## src/hw/rtl/sii_ram.sv

```systemverilog
// ----------------------------------------------------------------------------
// sii_ram: generic single-clock RAM
//
// One write port, one read port, read data registered.
// ----------------------------------------------------------------------------
module sii_ram #(
  parameter int WIDTH = 8,
  parameter int DEPTH = 16,
  parameter int AW    = (DEPTH > 1) ? $clog2(DEPTH) : 1
) (
  input  logic             clk,
  input  logic             wr_en,
  input  logic [AW-1:0]    wr_addr,
  input  logic [WIDTH-1:0] wr_data,
  input  logic [AW-1:0]    rd_addr,
  output logic [WIDTH-1:0] rd_data
);

  logic [WIDTH-1:0] mem [DEPTH];

  // Write, and register the read word
  always_ff @(posedge clk) begin
    if (wr_en) begin
      mem[wr_addr] <= wr_data;
    end
    rd_data <= mem[rd_addr];
  end

endmodule

```

## config.mk

```make
export PLATFORM = sky130hd
export DESIGN_NAME = sii_ram
export DESIGN_NICKNAME = d
export VERILOG_FILES = /design/src/hw/rtl/sii_ram.sv
export SDC_FILE = /design/constraint.sdc
export NUM_CORES = 1
export LEC_CHECK = 0
export ABC_CLOCK_PERIOD_IN_PS = 2700
export BUFFER_PORTS_ARGS = -buffer_cell sky130_fd_sc_hd__buf_2
export CAP_MARGIN = 20
export CELL_PAD_IN_SITES_DETAIL_PLACEMENT = 0
export CELL_PAD_IN_SITES_GLOBAL_PLACEMENT = 2
export CORE_UTILIZATION = 52
export DETAILED_ROUTE_END_ITERATION = 6
export GPL_TIMING_DRIVEN = 0
export HOLD_SLACK_MARGIN = 0.05
export PLACE_DENSITY = 0.9
export SLEW_MARGIN = 30
export SYNTH_ARGS = -nofsm -noshare
export SYNTH_HDL_FRONTEND = slang
export SYNTH_SLANG_ARGS = --single-unit
```

## constraint.sdc

```tcl
create_clock -name clk -period 2.7 [get_ports clk]
set_clock_uncertainty 0.1 [all_clocks]
set_input_delay 0.135 -clock clk [delete_from_list [all_inputs] [get_ports clk]]
set_output_delay 0.135 -clock clk [all_outputs]
set_load 0.01 [all_outputs]
```

[Yosys cells after proc, flatten, opt, wreduce, memory -nomap -nowiden]
Memory sizes are Yosys's and may differ from the RTL's. A register that Yosys moved wholly into a read port is not among the register bits.
Index checks and enable logic that the tools add are counted.
Word-level totals
  flip-flop bits (word level): 0
  bits in latches: 0
  memory bits (writable): 128
  bits in read-only memories: 0
  input port bits: 18
  logic and storage cells: 3
  memories: 1
Memories
  mem: words 16, bits a word 8, rd ports 1, clocked after Yosys merged registers in 1, wr ports 1, RTL line 19  | logic [WIDTH-1:0] mem [DEPTH];
Cells by class
  add/subtract/negate cells: 0
  multiply operators: 0
  div/mod/pow operators: 0
  $lt $le $gt $ge: 0
  eq/ne operators: 0
  shifts and indexed selects: 0
  muxes and demuxes: 2
  bitwise operators: 0
  reductions and logical operators: 0
Operators by type and width (count)
  $mux 1: 2

[Depth between registers and ports, before layout]
Gate-level depths: netlist of the first run.
  word-level depth: 2
  mapped depth: 5
  depth with buffers taken out: 3

[Worst setup path before layout of the first run]
OpenSTA, ideal clock, no wires.
  kind: input to register
  from: input port wr_addr[2]
  to: memory mem[0][0], enable pin
  arrival time: 1.245 ns
  required time: 2.217 ns
  path slack: 0.972 ns
  cell stages on the path: 2
  cell sequence: or3b_2 > nor3_1
RTL lines
  start, declared: RTL line 13  | input logic [AW-1:0] wr_addr,
  end, declared: RTL line 19
Straight into the memory's write port.

[Worst setup path after layout of the first run]
  from: input port wr_addr[1]
  to: memory mem[12][4], enable pin
Straight into the memory's write port.

==> results of run 1 <==
==> metrics by stage <==
| stage | worst slack [ps] | instances | utilization (%) | area, sq um |
|---|---|---|---|---|
| CTS | 928 | 426 | 65.5 | 6170 |
| finish | 914 | 426 | 65.5 | 6170 |
| detailed placement | 793 | 382 | 57.9 | 5450 |
| floorplan | 972 | 229 | - | 5150 |
| global route | 876 | 426 | 65.5 | 6170 |
| global placement | 422 | 382 | 57.7 | 5430 |
==> sequential cells by signal (all words and copies together), names as in the netlist <==
register / flops
mem: 128
rd_data: 8
==> worst max-delay path: cells and delay by family <==
kind	cells	cell delay (ps)
buffers and inverters	3	1550
and+or+nand+nor	1	170
==> cells by family (layout without fill, tap and decap cells) <==
kind of cell	count (synthesis)	after routing
AO/OA/AOI/OAI	16	16
multiplexers	32	32
buffers and inverters	10	78
AND/OR/NAND/NOR	35	35
flip-flops	136	136
==> per-layer routing <==
metal / share of wire, % / global-route usage [%] / routed length (microns)
met1: 43 / 29.5 / 4180
met2: 48 / 32.0 / 4730
met3: 6.5 / 6.63 / 640
met4: 2.3 / 9.03 / 229
met5: 0 / 0 / 0
==> layout by cell type, fill, tap and decap left out, types with 5 or more instances in the layout <==
cell type,synthesis,routed
a22oi_1,16,16
buf_2,3,27
clkbuf_16,0,16
clkinv_4,0,5
dfxtp_1,8,8
dlygate4sd3_1,0,12
edfxtp_1,128,128
mux4_1,14,14
mux4_2,18,18
nand2_1,9,9
nor2_1,13,13
==> power by group <==
group	internal [W]	total [W]	switching, W
registers	0.00236	0.00237	0.0000112
logic	0.000105	0.000242	0.000137
clock network	0.00144	0.00231	0.000873
==> synthesized netlist by cell type, drive strengths merged <==
library cell	count
and2	1
nand2b	2
or3b	1
edfxtp	128
nor3	4
nor2	13
a22oi	16
and2b	1
clkdlybuf4s25	3
nand3	1
buf	7
nand2	9
dfxtp	8
nor2b	1
nand3b	2
mux4	32
==> final timing paths <==
path	slack [ps]	start	endpoint	cells past startpoint
hold reg to reg	580	mem[8][1]$_DFFE_PP_	rd_data[1]$_DFF_P_	3
hold / removal	90	rd_addr[1]	rd_data[7]$_DFF_P_	4
setup / recovery	910	wr_addr[1]	mem[12][4]$_DFFE_PP_	4
setup reg to reg	1140	mem[5][0]$_DFFE_PP_	rd_data[0]$_DFF_P_	3
==> area by class of cell <==
type | count | area [sq um] | share of cell area, %
flip-flops and latches | 136 | 4000 | 64.9
multi-input cells | 83 | 1080 | 17.5
clock buffers | 18 | 428 | 6.93
repair buffers | 36 | 240 | 3.89
clock inverters | 14 | 174 | 2.82
well taps | 129 | 161 | 2.62
plain buffers | 10 | 86.3 | 1.40
==> tab_implementation.tex, run 1 <==
\begin{tabular}{lr}
\hline
Metric & Value \\
\hline
\multicolumn{2}{l}{\textbf{Worst setup path}} \\
Worst Setup End Kind & flip-flop \\
Largest fanout on the critical path & 8 \\
Critical Path RT & 2770 ps \\
Cell with the biggest individual delay on the critical path & dlygate4sd3\_1 \\
Cell Chain, Critical Path & dlygate4sd3\_1 -> buf\_2 -> nor3\_2 -> dlygate4sd3\_1 \\
Worst setup path class & primary input to flip-flop \\
Dominant cell type by count on the critical path & dlygate4sd3\_1 \\
Critical path data arrival time & 1860 ps \\
Category of the worst setup path launch point & primary input \\
Largest stage delay, worst path & 840 ps \\
\multicolumn{2}{l}{\textbf{Drt}} \\
TritonRoute pass-1 iters & 6 \\
Vias per Instance & 5.76 \\
Count of nets left with antenna violations after detail routing & 0 \\
Final wirelength & 9780 microns \\
Final routed wire length divided by cell count & 23.0 microns \\
1st-iter DRT viols & 210 \\
DRC viols & 0 \\
Vias & 2455 \\
\multicolumn{2}{l}{\textbf{GRT}} \\
Maximum number of pins on one net before global-route repair & 17 \\
Combined global-route utilization of all metal layers & 21.3\% \\
Total grt overflow & 0 \\
Number of global-route vias before repair & 2423 \\
Number of antenna violations at the first check in global routing & 0 \\
Global-route wire length before repair & 14400 microns \\
\multicolumn{2}{l}{\textbf{Logic synthesis}} \\
Area fraction of the dominant cell type after synthesis & 74.7\% \\
Sequential-to-total area share from yosys stat & 77.8\% \\
XOR/XNOR share of the synthesized area & 0\% \\
Warnings, synthesis & 0 \\
Synthesized-area fraction occupied by and/or/nand/nor cells & 3.18\% \\
Synth area leaders & edfxtp\_1, mux4\_2, mux4\_1 \\
Multiplexer share of the synthesized area & 15.0\% \\
Average instance area after synthesis & 22.5 sq um \\
Fraction of the mapped netlist area in adder cells & 0\% \\
Top cell type by total area after synthesis & edfxtp\_1 \\
Compound-Gate Fraction of Synth Area & 2.33\% \\
Post-synth net total & 247 \\
Synthesized flop and latch total & 136 \\
Number of instances in the synthesized netlist & 229 \\
Main combinational cell family by area after synthesis & multiplexers \\
Number of different library cells in the post-synthesis netlist & 19 \\
Area of the mapped netlist & 5150 sq um \\
\multicolumn{2}{l}{\textbf{Timing}} \\
Maximum frequency from static timing analysis & 560 MHz \\
Crit share post-route & 66.2\% \\
Setup repair after global routing missed its margin & false \\
Total Negative Setup Slacks & 0 ps \\
\# setup viols final & 0 \\
Final critical delay including setup and external delays & 1790 ps \\
Worst hold margin & 88.2 ps \\
Final slew viol count & 0 \\
Final number of hold-violating endpoints & 0 \\
Relative slew slack & 44.2\% \\
Worst Tran Pin Value & 832 ps \\
\multicolumn{2}{l}{\textbf{Die}} \\
Placeable core area & 9420 sq um \\
Number of I/O pins & 26 \\
Overall die width & 101 microns \\
Starting utilization of the core area & 54.7\% \\
Area enclosed by the die boundary & 10300 sq um \\
Die H & 101 microns \\
Row Count & 35 \\
\multicolumn{2}{l}{\textbf{Pwr}} \\
Reported leakage power & 2.09 nW \\
Peak supply drop & 0.000466 V \\
Total power & 0.00492 W \\
PD cells & 798 nW/um\^{}2 \\
\multicolumn{2}{l}{\textbf{Clock network}} \\
Max clock buf depth & 2 \\
Sinks on Clock Net & 136 \\
Resized cells post-CTS & 0 \\
Clock latency on the worst-skew pair & 520 ps \\
Num CTS Buffers & 17 \\
Post-CTS Setup Repair Bufs & 0 \\
Clock Root Buffer & clkbuf\_8 \\
CTS tree & yes \\
Hold-fix buffers, CTS & 12 \\
H-tree Lvls & 4 \\
Clock edge transition at the registers on the reported setup and hold paths & 60 ps \\
\multicolumn{2}{l}{\textbf{Finish}} \\
Antenna cells & 0 \\
Nets & 302 \\
Share of cells above drive strength 1 & 30.0\% \\
Area delta synth->final & 19.9\% \\
Count of fill cells added during filler insertion & 609 \\
\multicolumn{2}{l}{\textbf{Place}} \\
Detailed placement HPWL & 5930 microns \\
Final estimated routing congestion in global placement & 0.701 \\
Number of port buffers & 24 \\
\multicolumn{2}{l}{\textbf{Run}} \\
Count of maximum capacitance violations & 0 \\
\multicolumn{2}{l}{\textbf{Status}} \\
Run status & finished, final reports clean \\
\multicolumn{2}{l}{\textbf{Min path}} \\
Worst Hold Class & primary input to flip-flop \\
\hline
\end{tabular}
(Power assumes the default switching activity.)
==> run 2, diff against run 1 <==
--- a/config.mk
+++ b/config.mk
@@ -5,16 +5,17 @@
 export SDC_FILE = /design/constraint.sdc
 export NUM_CORES = 1
 export LEC_CHECK = 0
-export ABC_CLOCK_PERIOD_IN_PS = 2700
+export ABC_AREA = 1
+export ABC_CLOCK_PERIOD_IN_PS = 1570
 export BUFFER_PORTS_ARGS = -buffer_cell sky130_fd_sc_hd__buf_2
 export CAP_MARGIN = 20
 export CELL_PAD_IN_SITES_DETAIL_PLACEMENT = 0
 export CELL_PAD_IN_SITES_GLOBAL_PLACEMENT = 2
-export CORE_UTILIZATION = 52
+export CORE_UTILIZATION = 36
 export DETAILED_ROUTE_END_ITERATION = 6
 export GPL_TIMING_DRIVEN = 0
 export HOLD_SLACK_MARGIN = 0.05
-export PLACE_DENSITY = 0.9
+export PLACE_DENSITY = 0.8
 export SLEW_MARGIN = 30
 export SYNTH_ARGS = -nofsm -noshare
 export SYNTH_HDL_FRONTEND = slang
==> constraint.sdc (replaced) <==
create_clock -name clk -period 1.57 [get_ports clk]
set_clock_uncertainty 0.1 [all_clocks]
set_input_delay 0.0785 -clock clk [delete_from_list [all_inputs] [get_ports clk]]
set_output_delay 0.0785 -clock clk [all_outputs]
set_load 0.01 [all_outputs]
==> tab_implementation.tex, run 2 <==
\begin{tabular}{lr}
\hline
Metric & Value \\
\hline
\multicolumn{2}{l}{\textbf{Status}} \\
Run status & finished, final reports clean \\
\multicolumn{2}{l}{\textbf{Drt}} \\
Vias per Instance & 4.76 \\
Final routed wire length divided by cell count & 18.4 microns \\
1st-iter DRT viols & 269 \\
Vias & 3931 \\
DRC viols & 0 \\
Final wirelength & 15200 microns \\
Count of nets left with antenna violations after detail routing & 0 \\
TritonRoute pass-1 iters & 5 \\
\multicolumn{2}{l}{\textbf{Clock network}} \\
Hold-fix buffers, CTS & 9 \\
Post-CTS Setup Repair Bufs & 0 \\
Clock latency on the worst-skew pair & 420 ps \\
Clock edge transition at the registers on the reported setup and hold paths & 60 ps \\
Max clock buf depth & 2 \\
Clock Root Buffer & clkbuf\_16 \\
Num CTS Buffers & 17 \\
Resized cells post-CTS & 0 \\
CTS tree & yes \\
H-tree Lvls & 4 \\
Sinks on Clock Net & 136 \\
\multicolumn{2}{l}{\textbf{Die}} \\
Die H & 129 microns \\
Row Count & 45 \\
Overall die width & 129 microns \\
Placeable core area & 15400 sq um \\
Starting utilization of the core area & 37.4\% \\
Area enclosed by the die boundary & 16500 sq um \\
Number of I/O pins & 26 \\
\multicolumn{2}{l}{\textbf{Logic synthesis}} \\
Number of different library cells in the post-synthesis netlist & 12 \\
XOR/XNOR share of the synthesized area & 0\% \\
Average instance area after synthesis & 10.5 sq um \\
Post-synth net total & 569 \\
Synthesized flop and latch total & 136 \\
Synthesized-area fraction occupied by and/or/nand/nor cells & 21.0\% \\
Synth area leaders & edfxtp\_1, nand2\_1, nand3\_1 \\
Area fraction of the dominant cell type after synthesis & 66.7\% \\
Sequential-to-total area share from yosys stat & 69.4\% \\
Fraction of the mapped netlist area in adder cells & 0\% \\
Main combinational cell family by area after synthesis & simple AND/OR/NAND/NOR gates \\
Main flop type after synthesis & edfxtp\_1 \\
Warnings, synthesis & 0 \\
Multiplexer share of the synthesized area & 0\% \\
Post-synth EDFFs & 128 \\
Top cell type by total area after synthesis & edfxtp\_1 \\
Most frequently used cell type in the post-synthesis netlist & nand2\_1 \\
Area of the mapped netlist & 5770 sq um \\
Number of instances in the synthesized netlist & 551 \\
Synth async-reset ratio & 0\% \\
Compound-Gate Fraction of Synth Area & 0\% \\
List of most frequent post-synthesis cells & nand2\_1, edfxtp\_1, inv\_1, nand3\_1, nor2\_1 \\
\multicolumn{2}{l}{\textbf{Finish}} \\
Largest register FFs & 128 \\
Antenna cells & 0 \\
Top register by number of flip-flops & mem \\
Most frequent cells in the layout & nand2\_1, edfxtp\_1, inv\_1 \\
Nets & 619 \\
Share of cells above drive strength 1 & 13.0\% \\
Area delta synth->final & 19.2\% \\
Non-filler cells in the finished layout & 825 \\
Largest registers in the final layout & mem x128, rd\_data x8 \\
Sequential cell area & 4000 sq um \\
Area occupied by multi-input gates & 1220 sq um \\
Count of fill cells added during filler insertion & 1482 \\
Commonest non-fill, non-tap cell in the layout & nand2\_1 \\
\multicolumn{2}{l}{\textbf{Place}} \\
Detailed placement HPWL & 9510 microns \\
Final estimated routing congestion in global placement & 0.755 \\
Number of port buffers & 22 \\
Placed insts & 784 \\
\multicolumn{2}{l}{\textbf{GRT}} \\
Global-route wire length before repair & 22600 microns \\
Number of global-route vias before repair & 3729 \\
Number of antenna violations at the first check in global routing & 0 \\
Total grt overflow & 0 \\
Combined global-route utilization of all metal layers & 20.0\% \\
Maximum number of pins on one net before global-route repair & 17 \\
\multicolumn{2}{l}{\textbf{Min path}} \\
Worst Hold Class & primary input to flip-flop \\
\multicolumn{2}{l}{\textbf{Timing}} \\
\# setup viols final & 0 \\
Worst Tran Pin Value & 960 ps \\
Crit share post-route & 94.5\% \\
Final critical delay including setup and external delays & 1480 ps \\
Maximum frequency from static timing analysis & 674 MHz \\
Final number of hold-violating endpoints & 0 \\
Final slew viol count & 0 \\
Total Negative Setup Slacks & 0 ps \\
Setup repair after global routing missed its margin & false \\
Relative slew slack & 35.8\% \\
\multicolumn{2}{l}{\textbf{Pwr}} \\
Reported leakage power & 2.96 nW \\
Peak supply drop & 0.000718 V \\
PD cells & 1290 nW/um\^{}2 \\
\multicolumn{2}{l}{\textbf{Worst setup path}} \\
Critical Path RT & 1770 ps \\
Worst Setup End Kind & flip-flop \\
Cell Chain, Critical Path & dlygate4sd3\_1 -> buf\_2 -> inv\_1 -> buf\_4 -> nand3\_1 -> nand3\_1 -> nand2\_1 \\
Critical path data arrival time & 1680 ps \\
Largest stage delay, worst path & 530 ps \\
Cell with the biggest individual delay on the critical path & dlygate4sd3\_1 \\
Category of the worst setup path launch point & primary input \\
Largest fanout on the critical path & 10 \\
Worst setup path class & primary input to flip-flop \\
Dominant cell type by count on the critical path & nand3\_1 \\
\multicolumn{2}{l}{\textbf{Run}} \\
Count of maximum capacitance violations & 0 \\
\hline
\end{tabular}
## run 2: per-stage QoR
stage | instance area, sq um | setup slack, ps | util (%) | total power (W) | hold slack (ps)
after floorplan | 5770 | 441 | - | 0.00445 | 77.4
after global placement | 6140 | -152 | 39.8 | 0.00470 | 376
after detailed placement | 6140 | -173 | 39.8 | 0.00470 | 370
after CTS | 6870 | 89.4 | 44.5 | 0.00893 | 53.1
after global routing | 6880 | 7.13 | 44.6 | 0.00916 | 90.5
final | 6880 | 86.4 | 44.6 | 0.00889 | 77.7
## run 2: cells by family (layout without fill, tap and decap cells)
| logic type | count (synthesis) | after routing |
|---|---|---|
| buffers and inverters | 126 | 189 |
| flip-flops | 136 | 136 |
| AND/OR/NAND/NOR | 289 | 289 |
## run 2: path summary, 6_finish.rpt
check	start	to	slack, ps	depth (start not counted)
setup / recovery	rd_addr[2]	rd_data[3]$_DFF_P_	90	7
hold / removal	rd_addr[1]	rd_data[1]$_DFF_P_	80	5
setup reg to reg	mem[10][2]$_DFFE_PP_	rd_data[2]$_DFF_P_	430	6
hold reg to reg	mem[7][7]$_DFFE_PP_	rd_data[7]$_DFF_P_	600	6
## run 2: critical path, delay by kind of cell
family | cells | cell delay [ps]
AND/OR/NAND/NOR | 3 | 340
buffers and inverters | 4 | 1250
## run 2: per-layer routing
metal | wire length (microns) | GRT usage (%)
met1 | 6920 | 27.6
met2 | 7010 | 30.6
met3 | 808 | 3.74
met4 | 416 | 9.34
met5 | 0 | 0
## run 2: cell type report
cell class                 instances  area share (%)
sequential                       136            58.2
multi-input combinational        289            17.8
clock buffer                      24            7.15
inverter                         102            5.57
tap                              211            3.84
timing repair buffer              31            2.91
buffer                            24            2.42
clock inverter                     8            2.07
## run 2: power breakdown
| part | total [W] | switching, W | internal, W | leakage, nW |
|---|---|---|---|---|
| clock network | 0.00424 | 0.00142 | 0.00282 | 0.310 |
| logic | 0.000569 | 0.000399 | 0.000171 | 1.42 |
| registers | 0.00408 | 0.0000189 | 0.00406 | 1.22 |
| total | 0.00889 | 0.00184 | 0.00705 | 2.96 |
==> run 3, diff against run 2 <==
--- a/config.mk
+++ b/config.mk
@@ -6,16 +6,16 @@
 export NUM_CORES = 1
 export LEC_CHECK = 0
 export ABC_AREA = 1
-export ABC_CLOCK_PERIOD_IN_PS = 1570
+export ABC_CLOCK_PERIOD_IN_PS = 1900
 export BUFFER_PORTS_ARGS = -buffer_cell sky130_fd_sc_hd__buf_2
 export CAP_MARGIN = 20
 export CELL_PAD_IN_SITES_DETAIL_PLACEMENT = 0
 export CELL_PAD_IN_SITES_GLOBAL_PLACEMENT = 2
-export CORE_UTILIZATION = 36
+export CORE_UTILIZATION = 43
 export DETAILED_ROUTE_END_ITERATION = 6
 export GPL_TIMING_DRIVEN = 0
 export HOLD_SLACK_MARGIN = 0.05
-export PLACE_DENSITY = 0.8
+export PLACE_DENSITY = 0.89
 export SLEW_MARGIN = 30
 export SYNTH_ARGS = -nofsm -noshare
 export SYNTH_HDL_FRONTEND = slang
==> constraint.sdc (replaced) <==
create_clock -name clk -period 1.9 [get_ports clk]
set_clock_uncertainty 0.1 [all_clocks]
set_input_delay 0.095 -clock clk [delete_from_list [all_inputs] [get_ports clk]]
set_output_delay 0.095 -clock clk [all_outputs]
set_load 0.01 [all_outputs]
==> tab_implementation.tex, run 3 (synthesized netlist as in run 2, its figures left out) <==
\begin{tabular}{lr}
\hline
Metric & Value \\
\hline
\multicolumn{2}{l}{\textbf{Min path}} \\
Worst Hold Class & primary input to flip-flop \\
\multicolumn{2}{l}{\textbf{Worst setup path}} \\
Critical Path RT & 2110 ps \\
Largest fanout on the critical path & 1 \\
Worst setup path class & flip-flop to flip-flop \\
Worst Setup End Kind & flip-flop \\
Category of the worst setup path launch point & flip-flop \\
Critical path data arrival time & 1720 ps \\
\multicolumn{2}{l}{\textbf{Finish}} \\
Nets & 620 \\
Final core utilization & 53.1\% \\
Most frequent cells in the layout & nand2\_1, edfxtp\_1, inv\_1 \\
Antenna cells & 0 \\
Largest registers in the final layout & mem x128, rd\_data x8 \\
Share of cells above drive strength 1 & 12.2\% \\
Largest register FFs & 128 \\
Design Area, Final & 6810 sq um \\
Commonest non-fill, non-tap cell in the layout & nand2\_1 \\
Top register by number of flip-flops & mem \\
Area delta synth->final & 18.0\% \\
\multicolumn{2}{l}{\textbf{Drt}} \\
Vias & 3838 \\
TritonRoute pass-1 iters & 5 \\
Final wirelength & 14200 microns \\
Count of nets left with antenna violations after detail routing & 0 \\
Vias per Instance & 4.88 \\
DRC viols & 0 \\
1st-iter DRT viols & 398 \\
Final routed wire length divided by cell count & 18.1 microns \\
\multicolumn{2}{l}{\textbf{Timing}} \\
Final critical delay including setup and external delays & 1510 ps \\
Crit share post-route & 79.7\% \\
Maximum frequency from static timing analysis & 660 MHz \\
Worst Tran Pin Value & 922 ps \\
Final slew viol count & 0 \\
Relative slew slack & 38.3\% \\
\# setup viols final & 0 \\
Setup ws final & 386 ps \\
Total Negative Setup Slacks & 0 ps \\
Final number of hold-violating endpoints & 0 \\
Setup repair after global routing missed its margin & false \\
\multicolumn{2}{l}{\textbf{Die}} \\
Row Count & 41 \\
Area enclosed by the die boundary & 13900 sq um \\
Overall die width & 118 microns \\
Die H & 118 microns \\
Placeable core area & 12800 sq um \\
Number of I/O pins & 26 \\
Starting utilization of the core area & 45.0\% \\
\multicolumn{2}{l}{\textbf{Clock network}} \\
Num CTS Buffers & 17 \\
Clock edge transition at the registers on the reported setup and hold paths & 60 ps \\
Clock latency on the worst-skew pair & 420 ps \\
H-tree Lvls & 4 \\
Sinks on Clock Net & 136 \\
CTS tree & yes \\
Max clock buf depth & 2 \\
Clock Root Buffer & clkbuf\_16 \\
Post-CTS Setup Repair Bufs & 0 \\
\multicolumn{2}{l}{\textbf{Pwr}} \\
PD cells & 1060 nW/um\^{}2 \\
Reported leakage power & 2.94 nW \\
Peak supply drop & 0.000629 V \\
\multicolumn{2}{l}{\textbf{Status}} \\
Run status & finished, final reports clean \\
\multicolumn{2}{l}{\textbf{Place}} \\
Pre-CTS setup slack & 171 ps \\
Detailed placement HPWL & 9210 microns \\
Post-Place Cell Area & 6090 sq um \\
Number of port buffers & 22 \\
Final estimated routing congestion in global placement & 0.807 \\
\multicolumn{2}{l}{\textbf{GRT}} \\
Maximum number of pins on one net before global-route repair & 17 \\
Global-route wire length before repair & 21900 microns \\
Number of antenna violations at the first check in global routing & 0 \\
Number of global-route vias before repair & 3755 \\
Total grt overflow & 0 \\
Combined global-route utilization of all metal layers & 22.0\% \\
\multicolumn{2}{l}{\textbf{Run}} \\
Count of maximum capacitance violations & 0 \\
\hline
\end{tabular}
-- run 3: worst paths after layout --
check | cells past startpoint | slack [ps] | start | endpoint
worst max-delay path | 7 | 390 | mem[6][1]$_DFFE_PP_ | rd_data[1]$_DFF_P_
worst min-delay path | 5 | 50 | rd_addr[1] | rd_data[0]$_DFF_P_
worst max register to register | 7 | 390 | mem[6][1]$_DFFE_PP_ | rd_data[1]$_DFF_P_
worst min register to register | 6 | 590 | mem[4][0]$_DFFE_PP_ | rd_data[0]$_DFF_P_
-- run 3: final cells by class --
type | instances | area, sq um
timing repair buffer | 32 | 210
inverter | 102 | 383
buffer | 24 | 166
clock buffer | 18 | 429
fill | 1146 | 6020
tap | 172 | 215
clock inverter | 14 | 181
multi-input combinational | 289 | 1220
sequential | 136 | 4000
-- run 3: critical path, cell delays in order, from the launching register on --
cell,delay [ps]
edfxtp_1,360
inv_1,60
nand2_1,50
nand3_1,70
nand3_1,70
dlygate4sd3_1,560
nand3_1,80
nand2_1,50
-- run 3: per-layer routing --
metal | vias up | part of all wire, % | GRT usage (%)
li1 | 1878 | - | -
met1 | 1848 | 46 | 30.0
met3 | 15 | 5.3 | 5.28
met2 | 97 | 47 | 34.7
met4 | 0 | 1.1 | 7.13
met5 | - | 0 | 0
-- run 3: report_power, final --
part	internal (W)	leakage (nW)	total (W)	switching, W
combinational	0.000143	1.43	0.000461	0.000319
clock	0.00218	0.290	0.00340	0.00122
sequential	0.00335	1.22	0.00337	0.0000158
total	0.00567	2.94	0.00723	0.00155
-- run 3: stage by stage --
step / power (W) / cells / hold slack, ps
after floorplan: 0.00368 / 551 / 93.9
after global placement: 0.00387 / 745 / 389
after detailed placement: 0.00388 / 745 / 389
after CTS: 0.00725 / 787 / 59.5
after global routing: 0.00742 / 787 / 87.0
final: 0.00723 / 787 / 55.0
-- run 3: what timing repair did --
action	CTS	global route
endpoints found under the hold margin	134	0
hold buffers	10	0
gates resized for setup	0	0
